[config.mk]
export PLATFORM = sky130hd
export DESIGN_NAME = sha256_stream_hasher_flat
export DESIGN_NICKNAME = d
export VERILOG_FILES = /design/src/hw/rtl/sha256sh_pkg.sv /design/src/hw/rtl/sha256sh_in_if.sv /design/src/hw/rtl/sha256sh_out_if.sv /design/src/hw/rtl/sha256_stream_hasher.sv /design/src/hw/rtl/sha256sh_datapath.sv /design/src/hw/rtl/sha256sh_controller.sv /design/src/flat_wrapper.sv
export VERILOG_INCLUDE_DIRS = /design/src /design/src/hw/rtl
export SDC_FILE = /design/constraint.sdc
export NUM_CORES = 2
export LEC_CHECK = 0
export BUFFER_PORTS_ARGS = -buffer_cell sky130_fd_sc_hd__clkbuf_2
export CORE_MARGIN = 2
export CORE_UTILIZATION = 50
export CTS_BUF_LIST = sky130_fd_sc_hd__clkbuf_2
export CTS_CLUSTER_SIZE = 20
export DETAILED_ROUTE_END_ITERATION = 6
export GPL_ROUTABILITY_DRIVEN = 1
export GPL_TIMING_DRIVEN = 0
export PLACE_DENSITY = 0.71
export SLEW_MARGIN = 20
export SYNTH_ARGS = -nofsm -noshare
export SYNTH_HDL_FRONTEND = slang
export SYNTH_HIERARCHICAL = 1
export SYNTH_SLANG_ARGS = --single-unit
[constraint.sdc]
create_clock -name clk -period 8.55 [get_ports clk]
set_clock_uncertainty 0.2 [all_clocks]
set_input_delay 0.855 -clock clk [delete_from_list [all_inputs] [get_ports clk]]
set_output_delay 0.855 -clock clk [all_outputs]
set_load 0.02 [all_outputs]
[src/hw/rtl/assert_macros.svh]
// assertion helpers used by the rtl
`ifndef ASSERT_MACROS_SVH
`define ASSERT_MACROS_SVH

`ifndef ASSERT_OFF

// consequent must hold in the same cycle as the antecedent
`define ASSERT_SAME(lbl, clk, rst_n, ante, cons) \
    lbl: assert property (@(posedge clk) disable iff (!rst_n) (ante) |-> (cons)) \
        else $error("assertion failed");

// consequent must hold in the cycle after the antecedent
`define ASSERT_NEXT(lbl, clk, rst_n, ante, cons) \
    lbl: assert property (@(posedge clk) disable iff (!rst_n) (ante) |=> (cons)) \
        else $error("assertion failed");

`else

`define ASSERT_SAME(lbl, clk, rst_n, ante, cons)
`define ASSERT_NEXT(lbl, clk, rst_n, ante, cons)

`endif

`endif

[src/hw/rtl/sha256sh_pkg.sv]
`default_nettype none

package sha256sh_pkg;

    localparam int unsigned ROUNDS   = 64;
    localparam logic [7:0]  PAD_BYTE = 8'h80;
    localparam logic [5:0]  LEN_POS  = 6'd56;
    localparam logic [5:0]  FILL_TOP = 6'd63;
    localparam logic [2:0]  WORD_TOP = 3'd7;

    localparam logic [31:0] K_TABLE [ROUNDS] = '{
        32'h428a2f98, 32'h71374491, 32'hb5c0fbcf, 32'he9b5dba5,
        32'h3956c25b, 32'h59f111f1, 32'h923f82a4, 32'hab1c5ed5,
        32'hd807aa98, 32'h12835b01, 32'h243185be, 32'h550c7dc3,
        32'h72be5d74, 32'h80deb1fe, 32'h9bdc06a7, 32'hc19bf174,
        32'he49b69c1, 32'hefbe4786, 32'h0fc19dc6, 32'h240ca1cc,
        32'h2de92c6f, 32'h4a7484aa, 32'h5cb0a9dc, 32'h76f988da,
        32'h983e5152, 32'ha831c66d, 32'hb00327c8, 32'hbf597fc7,
        32'hc6e00bf3, 32'hd5a79147, 32'h06ca6351, 32'h14292967,
        32'h27b70a85, 32'h2e1b2138, 32'h4d2c6dfc, 32'h53380d13,
        32'h650a7354, 32'h766a0abb, 32'h81c2c92e, 32'h92722c85,
        32'ha2bfe8a1, 32'ha81a664b, 32'hc24b8b70, 32'hc76c51a3,
        32'hd192e819, 32'hd6990624, 32'hf40e3585, 32'h106aa070,
        32'h19a4c116, 32'h1e376c08, 32'h2748774c, 32'h34b0bcb5,
        32'h391c0cb3, 32'h4ed8aa4a, 32'h5b9cca4f, 32'h682e6ff3,
        32'h748f82ee, 32'h78a5636f, 32'h84c87814, 32'h8cc70208,
        32'h90befffa, 32'ha4506ceb, 32'hbef9a3f7, 32'hc67178f2
    };

    localparam logic [31:0] IV_TABLE [8] = '{
        32'h6a09e667, 32'hbb67ae85, 32'h3c6ef372, 32'ha54ff53a,
        32'h510e527f, 32'h9b05688c, 32'h1f83d9ab, 32'h5be0cd19
    };

    typedef enum logic [1:0] {
        BSEL_DATA,
        BSEL_PAD,
        BSEL_ZERO,
        BSEL_LEN
    } byte_sel_t;

    typedef enum logic [2:0] {
        ST_IDLE,
        ST_PAD_MARK,
        ST_PAD_FILL,
        ST_PAD_LEN,
        ST_LOAD,
        ST_ROUND,
        ST_ADD,
        ST_EMIT
    } ctrl_state_t;

    typedef enum logic [1:0] {
        PH_DATA,
        PH_PAD,
        PH_FINAL
    } phase_t;

    typedef struct packed {
        logic      shift_en;
        byte_sel_t byte_sel;
        logic      count_bits;
        logic      load_v;
        logic      round_en;
        logic      add_chain;
        logic      clear;
        logic      emit_next;
    } dp_cmd_t;

    typedef struct packed {
        logic [5:0] fill;
        logic       round_last;
        logic       word_last;
    } dp_stat_t;

    function automatic logic [31:0] big_sigma0(input logic [31:0] x);
        return {x[1:0], x[31:2]} ^ {x[12:0], x[31:13]} ^ {x[21:0], x[31:22]};
    endfunction

    function automatic logic [31:0] big_sigma1(input logic [31:0] x);
        return {x[5:0], x[31:6]} ^ {x[10:0], x[31:11]} ^ {x[24:0], x[31:25]};
    endfunction

    function automatic logic [31:0] small_sigma0(input logic [31:0] x);
        return {x[6:0], x[31:7]} ^ {x[17:0], x[31:18]} ^ {3'b000, x[31:3]};
    endfunction

    function automatic logic [31:0] small_sigma1(input logic [31:0] x);
        return {x[16:0], x[31:17]} ^ {x[18:0], x[31:19]} ^ {10'd0, x[31:10]};
    endfunction

endpackage

`default_nettype wire

[src/hw/rtl/sha256sh_in_if.sv]
`default_nettype none

interface sha256sh_in_if;
    logic       valid;
    logic       ready;
    logic [7:0] data_byte;
    logic       has_byte;
    logic       last;

    modport source (output valid, data_byte, has_byte, last, input ready);
    modport sink (input valid, data_byte, has_byte, last, output ready);
endinterface

`default_nettype wire

[src/hw/rtl/sha256sh_out_if.sv]
`default_nettype none

interface sha256sh_out_if;
    logic        valid;
    logic        ready;
    logic [31:0] digest_word;
    logic [2:0]  word_index;
    logic        last_word;

    modport source (output valid, digest_word, word_index, last_word, input ready);
    modport sink (input valid, digest_word, word_index, last_word, output ready);
endinterface

`default_nettype wire

[src/hw/rtl/sha256_stream_hasher.sv]
// channel | dir | transaction contents
// --------+-----+-------------------------------------------------
// in_ch   | in  | data_byte[7:0], has_byte, last (one message byte)
// out_ch  | out | digest_word[31:0], word_index[2:0], last_word
//
// the 64th byte of a block starts a compression (load, 64 rounds on the
// single round unit, chain add); a last transaction pads one byte per cycle
// up to the length field, runs one or two compressions, then offers the
// eight digest words, one per cycle while out_ch is ready
// rst_n is asynchronous and returns the chain to the initial hash values
// in_ch is not ready while a block compresses, pads or the digest is offered
`default_nettype none

`include "assert_macros.svh"

module sha256_stream_hasher (
    input  wire logic      clk,
    input  wire logic      rst_n,
    sha256sh_in_if.sink    in_ch,
    sha256sh_out_if.source out_ch
);

    // command and status between sequencer and datapath
    sha256sh_pkg::dp_cmd_t  cmd;
    sha256sh_pkg::dp_stat_t stat;

    // sequencer: byte intake, padding, compression steps, digest readout
    sha256sh_controller u_ctrl (
        .clk         (clk),
        .rst_n       (rst_n),
        .in_valid    (in_ch.valid),
        .in_has_byte (in_ch.has_byte),
        .in_last     (in_ch.last),
        .in_ready    (in_ch.ready),
        .out_valid   (out_ch.valid),
        .out_ready   (out_ch.ready),
        .stat        (stat),
        .cmd         (cmd)
    );

    // datapath: byte shift line / schedule window, round unit, chain value
    sha256sh_datapath u_dp (
        .clk         (clk),
        .rst_n       (rst_n),
        .data_byte   (in_ch.data_byte),
        .cmd         (cmd),
        .stat        (stat),
        .digest_word (out_ch.digest_word),
        .word_index  (out_ch.word_index)
    );

    // final word flag straight from the word counter
    assign out_ch.last_word = stat.word_last;

    // no intake while the digest is on offer
    `ASSERT_SAME(a_no_overlap, clk, rst_n, out_ch.valid, !in_ch.ready)

    // the window either shifts bytes or rolls the schedule, never both
    `ASSERT_SAME(a_window_excl, clk, rst_n, cmd.round_en, !cmd.shift_en)

    // a load of the working variables is always followed by a round
    `ASSERT_NEXT(a_load_round, clk, rst_n, cmd.load_v, cmd.round_en)

    // after the final digest word the block buffer starts empty
    `ASSERT_NEXT(a_clear_fill, clk, rst_n,
        out_ch.valid && out_ch.ready && out_ch.last_word, stat.fill == 6'd0)

endmodule

`default_nettype wire

[src/hw/rtl/sha256sh_datapath.sv]
`default_nettype none

module sha256sh_datapath (
    input  wire logic                  clk,
    input  wire logic                  rst_n,
    input  wire logic [7:0]            data_byte,
    input  wire sha256sh_pkg::dp_cmd_t cmd,
    output sha256sh_pkg::dp_stat_t     stat,
    output logic [31:0]                digest_word,
    output logic [2:0]                 word_index
);

    logic [31:0] window_reg [16];
    logic [31:0] window_next [16];
    logic [31:0] h_reg [8];
    logic [31:0] v_reg [8];
    logic [63:0] bits_reg;
    logic [5:0]  fill_reg;
    logic [5:0]  round_reg;
    logic [2:0]  word_reg;

    logic [7:0]  byte_in;
    logic [31:0] sched_new;
    logic [31:0] t1;
    logic [31:0] t2;

    // byte source for the shift line
    always_comb
    begin
        case (cmd.byte_sel)
            sha256sh_pkg::BSEL_DATA: byte_in = data_byte;
            sha256sh_pkg::BSEL_PAD:  byte_in = sha256sh_pkg::PAD_BYTE;
            sha256sh_pkg::BSEL_LEN:  byte_in = bits_reg[{~fill_reg[2:0], 3'b000} +: 8];
            default:                 byte_in = 8'd0;
        endcase
    end

    // one round of the compression
    assign sched_new = sha256sh_pkg::small_sigma1(window_reg[14]) + window_reg[9]
                     + sha256sh_pkg::small_sigma0(window_reg[1]) + window_reg[0];
    assign t1 = v_reg[7] + sha256sh_pkg::big_sigma1(v_reg[4])
              + ((v_reg[4] & v_reg[5]) ^ (~v_reg[4] & v_reg[6]))
              + sha256sh_pkg::K_TABLE[round_reg] + window_reg[0];
    assign t2 = sha256sh_pkg::big_sigma0(v_reg[0])
              + ((v_reg[0] & v_reg[1]) ^ (v_reg[0] & v_reg[2]) ^ (v_reg[1] & v_reg[2]));

    // window doubles as block buffer (byte shift) and rolling schedule (word shift)
    always_comb
    begin
        for (int i = 0; i < 16; i++)
        begin
            window_next[i] = window_reg[i];
        end
        if (cmd.shift_en)
        begin
            for (int i = 0; i < 15; i++)
            begin
                window_next[i] = {window_reg[i][23:0], window_reg[i + 1][31:24]};
            end
            window_next[15] = {window_reg[15][23:0], byte_in};
        end
        else if (cmd.round_en)
        begin
            for (int i = 0; i < 15; i++)
            begin
                window_next[i] = window_reg[i + 1];
            end
            window_next[15] = sched_new;
        end
    end

    always_ff @(posedge clk)
    begin
        for (int i = 0; i < 16; i++)
        begin
            window_reg[i] <= window_next[i];
        end
        if (cmd.load_v)
        begin
            for (int i = 0; i < 8; i++)
            begin
                v_reg[i] <= h_reg[i];
            end
        end
        else if (cmd.round_en)
        begin
            v_reg[7] <= v_reg[6];
            v_reg[6] <= v_reg[5];
            v_reg[5] <= v_reg[4];
            v_reg[4] <= v_reg[3] + t1;
            v_reg[3] <= v_reg[2];
            v_reg[2] <= v_reg[1];
            v_reg[1] <= v_reg[0];
            v_reg[0] <= t1 + t2;
        end
    end

    always_ff @(posedge clk or negedge rst_n)
    begin
        if (!rst_n)
        begin
            for (int i = 0; i < 8; i++)
            begin
                h_reg[i] <= sha256sh_pkg::IV_TABLE[i];
            end
            bits_reg  <= '0;
            fill_reg  <= '0;
            round_reg <= '0;
            word_reg  <= '0;
        end
        else
        begin
            if (cmd.clear)
            begin
                for (int i = 0; i < 8; i++)
                begin
                    h_reg[i] <= sha256sh_pkg::IV_TABLE[i];
                end
                bits_reg <= '0;
                fill_reg <= '0;
            end
            else
            begin
                if (cmd.add_chain)
                begin
                    for (int i = 0; i < 8; i++)
                    begin
                        h_reg[i] <= h_reg[i] + v_reg[i];
                    end
                end
                if (cmd.count_bits)
                begin
                    bits_reg <= bits_reg + 64'd8;
                end
                if (cmd.shift_en)
                begin
                    fill_reg <= fill_reg + 6'd1;
                end
            end
            if (cmd.load_v)
            begin
                round_reg <= '0;
            end
            else if (cmd.round_en)
            begin
                round_reg <= round_reg + 6'd1;
            end
            if (cmd.emit_next)
            begin
                word_reg <= word_reg + 3'd1;
            end
        end
    end

    assign stat.fill       = fill_reg;
    assign stat.round_last = (round_reg == 6'(sha256sh_pkg::ROUNDS - 1));
    assign stat.word_last  = (word_reg == sha256sh_pkg::WORD_TOP);

    assign digest_word = h_reg[word_reg];
    assign word_index  = word_reg;

endmodule

`default_nettype wire

[src/hw/rtl/sha256sh_controller.sv]
`default_nettype none

module sha256sh_controller (
    input  wire logic                   clk,
    input  wire logic                   rst_n,
    input  wire logic                   in_valid,
    input  wire logic                   in_has_byte,
    input  wire logic                   in_last,
    output logic                        in_ready,
    output logic                        out_valid,
    input  wire logic                   out_ready,
    input  wire sha256sh_pkg::dp_stat_t stat,
    output sha256sh_pkg::dp_cmd_t       cmd
);

    sha256sh_pkg::ctrl_state_t state_reg;
    sha256sh_pkg::ctrl_state_t state_next;
    sha256sh_pkg::phase_t      phase_reg;
    sha256sh_pkg::phase_t      phase_next;
    logic                      pend_last_reg;
    logic                      pend_last_next;
    logic                      block_full;

    // the byte being shifted now completes the block
    assign block_full = (stat.fill == sha256sh_pkg::FILL_TOP);

    always_ff @(posedge clk or negedge rst_n)
    begin
        if (!rst_n)
        begin
            state_reg     <= sha256sh_pkg::ST_IDLE;
            phase_reg     <= sha256sh_pkg::PH_DATA;
            pend_last_reg <= 1'b0;
        end
        else
        begin
            state_reg     <= state_next;
            phase_reg     <= phase_next;
            pend_last_reg <= pend_last_next;
        end
    end

    always_comb
    begin
        state_next     = state_reg;
        phase_next     = phase_reg;
        pend_last_next = pend_last_reg;
        cmd            = '0;
        cmd.byte_sel   = sha256sh_pkg::BSEL_ZERO;
        in_ready       = 1'b0;
        out_valid      = 1'b0;
        case (state_reg)
            sha256sh_pkg::ST_IDLE:
            begin
                in_ready = 1'b1;
                if (in_valid)
                begin
                    if (in_has_byte)
                    begin
                        cmd.shift_en   = 1'b1;
                        cmd.byte_sel   = sha256sh_pkg::BSEL_DATA;
                        cmd.count_bits = 1'b1;
                        if (block_full)
                        begin
                            phase_next     = sha256sh_pkg::PH_DATA;
                            pend_last_next = in_last;
                            state_next     = sha256sh_pkg::ST_LOAD;
                        end
                        else if (in_last)
                        begin
                            state_next = sha256sh_pkg::ST_PAD_MARK;
                        end
                    end
                    else if (in_last)
                    begin
                        state_next = sha256sh_pkg::ST_PAD_MARK;
                    end
                end
            end
            sha256sh_pkg::ST_PAD_MARK:
            begin
                cmd.shift_en   = 1'b1;
                cmd.byte_sel   = sha256sh_pkg::BSEL_PAD;
                pend_last_next = 1'b0;
                if (block_full)
                begin
                    phase_next = sha256sh_pkg::PH_PAD;
                    state_next = sha256sh_pkg::ST_LOAD;
                end
                else
                begin
                    state_next = sha256sh_pkg::ST_PAD_FILL;
                end
            end
            sha256sh_pkg::ST_PAD_FILL:
            begin
                if (stat.fill == sha256sh_pkg::LEN_POS)
                begin
                    state_next = sha256sh_pkg::ST_PAD_LEN;
                end
                else
                begin
                    cmd.shift_en = 1'b1;
                    cmd.byte_sel = sha256sh_pkg::BSEL_ZERO;
                    if (block_full)
                    begin
                        phase_next = sha256sh_pkg::PH_PAD;
                        state_next = sha256sh_pkg::ST_LOAD;
                    end
                end
            end
            sha256sh_pkg::ST_PAD_LEN:
            begin
                cmd.shift_en = 1'b1;
                cmd.byte_sel = sha256sh_pkg::BSEL_LEN;
                if (block_full)
                begin
                    phase_next = sha256sh_pkg::PH_FINAL;
                    state_next = sha256sh_pkg::ST_LOAD;
                end
            end
            sha256sh_pkg::ST_LOAD:
            begin
                cmd.load_v = 1'b1;
                state_next = sha256sh_pkg::ST_ROUND;
            end
            sha256sh_pkg::ST_ROUND:
            begin
                cmd.round_en = 1'b1;
                if (stat.round_last)
                begin
                    state_next = sha256sh_pkg::ST_ADD;
                end
            end
            sha256sh_pkg::ST_ADD:
            begin
                cmd.add_chain = 1'b1;
                case (phase_reg)
                    sha256sh_pkg::PH_DATA:
                        state_next = pend_last_reg ? sha256sh_pkg::ST_PAD_MARK
                                                   : sha256sh_pkg::ST_IDLE;
                    sha256sh_pkg::PH_PAD:
                        state_next = sha256sh_pkg::ST_PAD_FILL;
                    default:
                        state_next = sha256sh_pkg::ST_EMIT;
                endcase
            end
            sha256sh_pkg::ST_EMIT:
            begin
                out_valid = 1'b1;
                if (out_ready)
                begin
                    cmd.emit_next = 1'b1;
                    if (stat.word_last)
                    begin
                        cmd.clear  = 1'b1;
                        state_next = sha256sh_pkg::ST_IDLE;
                    end
                end
            end
            default:
            begin
                state_next = sha256sh_pkg::ST_IDLE;
            end
        endcase
    end

endmodule

`default_nettype wire
[src/flat_wrapper.sv]
// flat-port wrapper written by rule: the top's interface ports become plain ports
module sha256_stream_hasher_flat 
  (clk, rst_n, in_ch_valid, in_ch_data_byte, in_ch_has_byte, in_ch_last, in_ch_ready, out_ch_valid, out_ch_digest_word, out_ch_word_index, out_ch_last_word, out_ch_ready);
  sha256sh_in_if in_ch_i ();
  sha256sh_out_if out_ch_i ();
  input  wire logic clk;
  input  wire logic rst_n;
  input wire logic [$bits(in_ch_i.valid)-1:0] in_ch_valid;
  input wire logic [$bits(in_ch_i.data_byte)-1:0] in_ch_data_byte;
  input wire logic [$bits(in_ch_i.has_byte)-1:0] in_ch_has_byte;
  input wire logic [$bits(in_ch_i.last)-1:0] in_ch_last;
  output wire logic [$bits(in_ch_i.ready)-1:0] in_ch_ready;
  output wire logic [$bits(out_ch_i.valid)-1:0] out_ch_valid;
  output wire logic [$bits(out_ch_i.digest_word)-1:0] out_ch_digest_word;
  output wire logic [$bits(out_ch_i.word_index)-1:0] out_ch_word_index;
  output wire logic [$bits(out_ch_i.last_word)-1:0] out_ch_last_word;
  input wire logic [$bits(out_ch_i.ready)-1:0] out_ch_ready;
  assign in_ch_i.valid = in_ch_valid;
  assign in_ch_i.data_byte = in_ch_data_byte;
  assign in_ch_i.has_byte = in_ch_has_byte;
  assign in_ch_i.last = in_ch_last;
  assign in_ch_ready = in_ch_i.ready;
  assign out_ch_valid = out_ch_i.valid;
  assign out_ch_digest_word = out_ch_i.digest_word;
  assign out_ch_word_index = out_ch_i.word_index;
  assign out_ch_last_word = out_ch_i.last_word;
  assign out_ch_i.ready = out_ch_ready;
  sha256_stream_hasher u_core (.clk(clk), .rst_n(rst_n), .in_ch(in_ch_i), .out_ch(out_ch_i));
endmodule
## Word level (Yosys, flattened, before mapping)

Memory sizes are Yosys's and may differ from the RTL's.
Index checks and enable logic that the tools add are counted.

| storage, ports and cells | value |
|---|---|
| ROM bits | 2,048 |
| memories kept | 3 |
| flip-flop bits (word level) | 341 |
| latch bits | 0 |
| word-level logic and storage cells | 171 |
| memory bits (writable) | 768 |
| input port bits | 14 |

Memory list:

| memory | words | bits a word | read ports | clocked after memory_dff | wr ports | line | RTL |
|---|---|---|---|---|---|---|---|
| (name not given) | 64 | 32 | 1 | 0 | 0 | sha256sh_datapath.sv:43 | `+ sha256sh_pkg::K_TABLE[round_reg] + window_reg[0];` |
| u_core.u_dp.window_reg | 16 | 32 | 16 | 0 | 16 | sha256sh_datapath.sv:13 | `logic [31:0] window_reg [16];` |
| u_core.u_dp.v_reg | 8 | 32 | 8 | 0 | 8 | sha256sh_datapath.sv:16 | `logic [31:0] v_reg [8];` |

| cells by class | value |
|---|---|
| equal/unequal tests | 22 |
| shifts and indexed selects | 1 |
| div/mod/pow operators | 0 |
| reductions and logical operators | 12 |
| muxes and demuxes | 66 |
| bitwise gates (word level) | 28 |
| $mul | 0 |
| add/subtract/negate cells | 22 |
| magnitude comparators | 2 |

Operators with widths:

| cell | count |
|---|---|
| $mux 512 | 2 |
| $add 32x32->32 | 18 |
| $mux 256 | 2 |
| $mux 32 | 12 |
| $xor 32x32->32 | 9 |
| $and 32x32->32 | 5 |
| $mux 64 | 2 |
| $bmux 32 s3 | 1 |
| $add 64x4->64 const B | 1 |
| $shiftx 64x7->8 | 1 |
| $mux 3 | 11 |
| $not 32->32 | 1 |
| $xor 32x22->32 | 1 |
| $xor 32x29->32 | 1 |
| $mux 6 | 4 |
| $pmux 3 s8 | 1 |
| $pmux 8 s3 | 1 |
| $eq 6x6->1 const B | 3 |
| $mux 1 | 16 |
| $mux 2 | 8 |
| $eq 3x3->1 const B | 5 |
| $ne 2x2->1 const B | 7 |
| $add 6x1->6 const B | 2 |
| $pmux 3 s4 | 1 |
| 22 further kinds | 38 |

## Longest topological paths before layout

An unclocked memory read counts as a cell.

| logic depth | value |
|---|---|
| word-level depth | 9 |
| gate-level depth with buffers | 40 |
| depth with buffers taken out | 38 |

## By module

The synthesis kept the hierarchy.

By module, submodules not included:

| module | area each (um2) | instances | cells each | sequential area each (um2) |
|---|---|---|---|---|
| sha256sh_datapath | 75,946.6 | 1 | 7,240 | 31,540.2 |
| sha256sh_controller | 574.3 | 1 | 77 | 150.1 |

## Worst setup path before layout

Ideal clock, no wire load.

| timing path | value |
|---|---|
| kind | in2reg |
| from | input in_ch_valid |
| to | memory u_core.u_dp.window_reg[0][0] (enable) |
| stages on the path | 9 |
| arrival time | 8.378 ns |
| data required time | 7.683 ns |
| slack | -0.695 ns |
| library setup time | 0.667 ns |
| path buffers | 4 |
| path through | a21oi_1 -> a21oi_1 -> nor2_1 -> nor2_1 -> clkbuf_1 -> clkbuf_1 -> clkbuf_1 -> clkbuf_1 -> or2_2 |

RTL lines:

| element | line | RTL |
|---|---|---|
| from (decl) | flat_wrapper.sv:8 | `input wire logic [$bits(in_ch_i.valid)-1:0] in_ch_valid;` |
| to (decl) | sha256sh_datapath.sv:13 |  |

==> run_results.csv <==
group,metric,value,unit
sta,setup_viol,10,
cts,ctsRootBufferMaster,"clkbuf_2",
worst_setup_path,r2r_cells,36,
sta,fin_crit,8.83,ns
sta,hold-worst-slack,0.249,ns
min_path,whs_endpoint,"u_core/u_ctrl/state_reg[1]",
floorplan,core-area,152000,µm²
cts,clock_latency,1.77,ns
final_layout,largest_reg_flops,512,
global_routing,grt_pass1_wl,420000,µm
sta,rsz0062_at_grt,"true",
worst_setup_path,worstPathMaxFanout,8,
routing,finalWirelength,295000,µm
sta,hold_viol_final,0,
floorplan,start_util,50.4,%
worst_setup_path,path_buf_inv,6,
final_layout,drive_gt1_share,21.8,%
cts,clockBufferDepth,4,
final_layout,num-nets-final,8413,
yosys,postSynthCellCount,7317,
worst_setup_path,cp-start-kind,"flip-flop",
sta,fin_crit_sh,103,%
routing,final_antenna_net_count,0,
yosys,yosysWarnings,6,
worst_setup_path,critPathKind,"reg2reg",
min_path,hold_depth,5,
sta,setup_tns,-1.71,ns
floorplan,die_h,395,µm
min_path,hold_class,"in2reg",
min_path,hold_start,"out_ch_ready",
routing,drc,0,
yosys,synthesis.area,76500,µm²
sta,slew_headroom,12.1,%
cts,cts_tree,"built",
placed_design,io_buffers,51,
global_routing,grtUsageTotal,37.1,%
placed_design,dpl_worst_slack,-2.94,ns
placed_design,placed_cell_area,80100,µm²
cts,cts_buffers,317,
worst_setup_path,cp-end-kind,"flip-flop",
worst_setup_path,cp_common_cell,"fa_1",
status,outcome,"finished, violations left",
routing,drtIter0Drc,8862,
sta,worst_slack,-0.280,ns
worst_setup_path,cp_slowest_cell,"mux4_2",
cts,clock-sinks,1106,
yosys,yosys.area_share.simple,11.5,%
yosys,ys_ff_latch,1106,
placed_design,place_congestion,1.05,
global_routing,grt.overflow.total,0,
floorplan,io_pins,52,
yosys,synth_compound_area_share,13.2,%
floorplan,num_rows,143,
worst_setup_path,crit_family,"adder cells",
worst_setup_path,r2r_end,"u_core/u_dp/v_reg[0][29]",
yosys,synth_ff_type,"edfxtp_1",
status,failed_checks,"setup timing",
yosys,synth_fa_ha_area_share,11.6,%
yosys,synth-seq-area-share,41.4,%
sta,max_freq,113,MHz
worst_setup_path,arrival,10.18,ns
run,cap_violations,0,
worst_setup_path,cp_num_cells,36,
routing,vias,63800,
sta,worstMarginPinSlew,1.32,ns
yosys,synth-edff-count,768,
worst_setup_path,crit-reg2reg-launch,"u_core/u_dp/round_reg[0]",
yosys,synthMuxAreaShare,11.8,%
sta,finalMaxSlewViolations,0,
yosys,synth_top_family_by_area,"compound AO/OA/AOI/OAI gates",
yosys,synth_xor_area_share,6.95,%
final_layout,final_cell_area,85400,µm²
floorplan,die_area,156000,µm²
global_routing,antenna_found_initial,23,
final_layout,area_growth,11.6,%
yosys,postSynthAreaPerCell,10.5,µm²
worst_setup_path,crit_required,9.90,ns
global_routing,grt_pass1_vias,62000,
placed_design,place.detailed.hpwl,222000,µm
yosys,synthArstFlopShare,30.6,%
routing,wl_per_cell,29.2,µm
cts,htreeDepth,5,
worst_setup_path,rrSetupSlack,-0.28,ns
global_routing,grt_max_degree,85,
routing,detail_route.first_pass.iterations,6,
yosys,syn_nets,7923,
worst_setup_path,max_stage_delay,0.57,ns
cts,path_clk_slew,0.10,ns
floorplan,die_w,395,µm
yosys,synth.distinct_cells,107,
routing,via_per_inst,6.33,
[cell usage in the layout, fill, tap and decap left out, types with 52 or more instances in the layout]
master / n
nand2_1: 954
edfxtp_1: 768
clkbuf_2: 555
mux2_2: 539
nor2_1: 460
a21oi_1: 401
xnor2_1: 386
o21ai_0: 369
ha_1: 360
inv_1: 323
clkbuf_1: 250
dfrtp_1: 198
xor2_1: 195
fa_1: 191
a21o_1: 183
dfstp_2: 136
nand3_1: 113
mux2i_1: 96
mux4_2: 89
nor3_1: 76
clkinv_1: 67
a211oi_1: 66
buf_4: 61
o21bai_1: 58
a211o_1: 52
[through the flow]
step	util, %	instances
after floorplan	-	7317
after global placement	52.2	9398
after detailed placement	52.7	9426
after CTS	55.9	10000
after global routing	56.2	10100
final	56.2	10100
[tightest hold or removal path: cells and delay by family]
kind	cells	cell delay, ns
AO/OA/AOI/OAI	2	0.29
buffers and inverters	2	0.77
AND/OR/NAND/NOR	1	0.07
[cell usage after synthesis (16+ instances only)]
library cell,count,area (µm²)
nand2_1,970,3640
edfxtp_1,768,23100
mux2_2,539,6070
nor2_1,471,1770
a21oi_1,429,2150
o21ai_0,398,1990
xnor2_1,398,3490
ha_1,397,4970
inv_1,336,1260
clkbuf_1,324,1220
xor2_1,205,1800
dfrtp_1,202,5050
fa_1,195,3900
a21o_1,183,1370
dfstp_2,136,3570
nand3_1,117,586
mux2i_1,96,961
mux4_2,89,2000
nor3_1,79,395
a211oi_1,74,556
o21bai_1,60,450
nand2b_1,55,344
a211o_1,52,455
and3_1,52,325
o21a_1,52,390
nor2b_1,50,313
o211ai_1,50,375
a31oi_1,49,307
o31ai_1,42,315
buf_1,40,150
nand4_1,37,231
or3_1,32,200
nor4_1,20,125
and2_1,17,106
o22ai_1,17,106
or2_2,17,106
a311o_1,16,160
[final cells by class]
type	instances	area, µm²
Sequential cell	1106	31700
Multi-Input combinational cell	5501	43500
Fill cell	13200	66500
Clock buffer	453	2270
Timing Repair Buffer	177	1870
Buffer	367	1650
Antenna cell	17	42.5
Inverter	337	1290
Tap cell	2030	2540
Clock inverter	90	561
[routing by layer]
layer  global-route usage (%)  wire length, µm
met1                     48.6           112000
met2                     55.1           127000
met5                        0               57
met4                     23.0            20800
met3                     9.27            35000
[what timing repair did]
action,4_1_cts,5_1_grt
gates resized for setup,294,81
hold endpoints to repair,217,0
pin swaps,67,40
cloned,2,0
hold buffers,30,0
endpoints found under the setup margin,49,28
buffers inserted,48,18
[cell families (layout without fill, tap and decap cells)]
logic type / Yosys count / after routing
adder cells (fa/ha/maj): 595 / 595
buffers and inverters: 710 / 1424
flip-flops: 1106 / 1106
other: 0 / 17
XOR/XNOR: 605 / 605
AO/OA/AOI/OAI: 1588 / 1588
multiplexers: 724 / 724
AND/OR/NAND/NOR: 1989 / 1989
[worst max-delay path by stage]
stage	slack [ns]	to	startpoint
after floorplan	0.01	u_core/u_dp/v_reg[0][29]	u_core/u_dp/round_reg[1]
after global placement	-3.59	u_core/u_dp/v_reg[0][31]	u_core/u_dp/round_reg[1]
after detailed placement	-2.94	u_core/u_dp/v_reg[0][29]	u_core/u_dp/round_reg[1]
after CTS	-0.11	u_core/u_dp/v_reg[0][23]	u_core/u_dp/round_reg[0]
after global routing	-0.45	u_core/u_dp/v_reg[0][29]	u_core/u_dp/round_reg[0]
final	-0.28	u_core/u_dp/v_reg[0][29]	u_core/u_dp/round_reg[0]
Power is left out: the tool's default activity adds up to more than one toggle a clock period on the data nets, which glitch-free logic cannot reach.
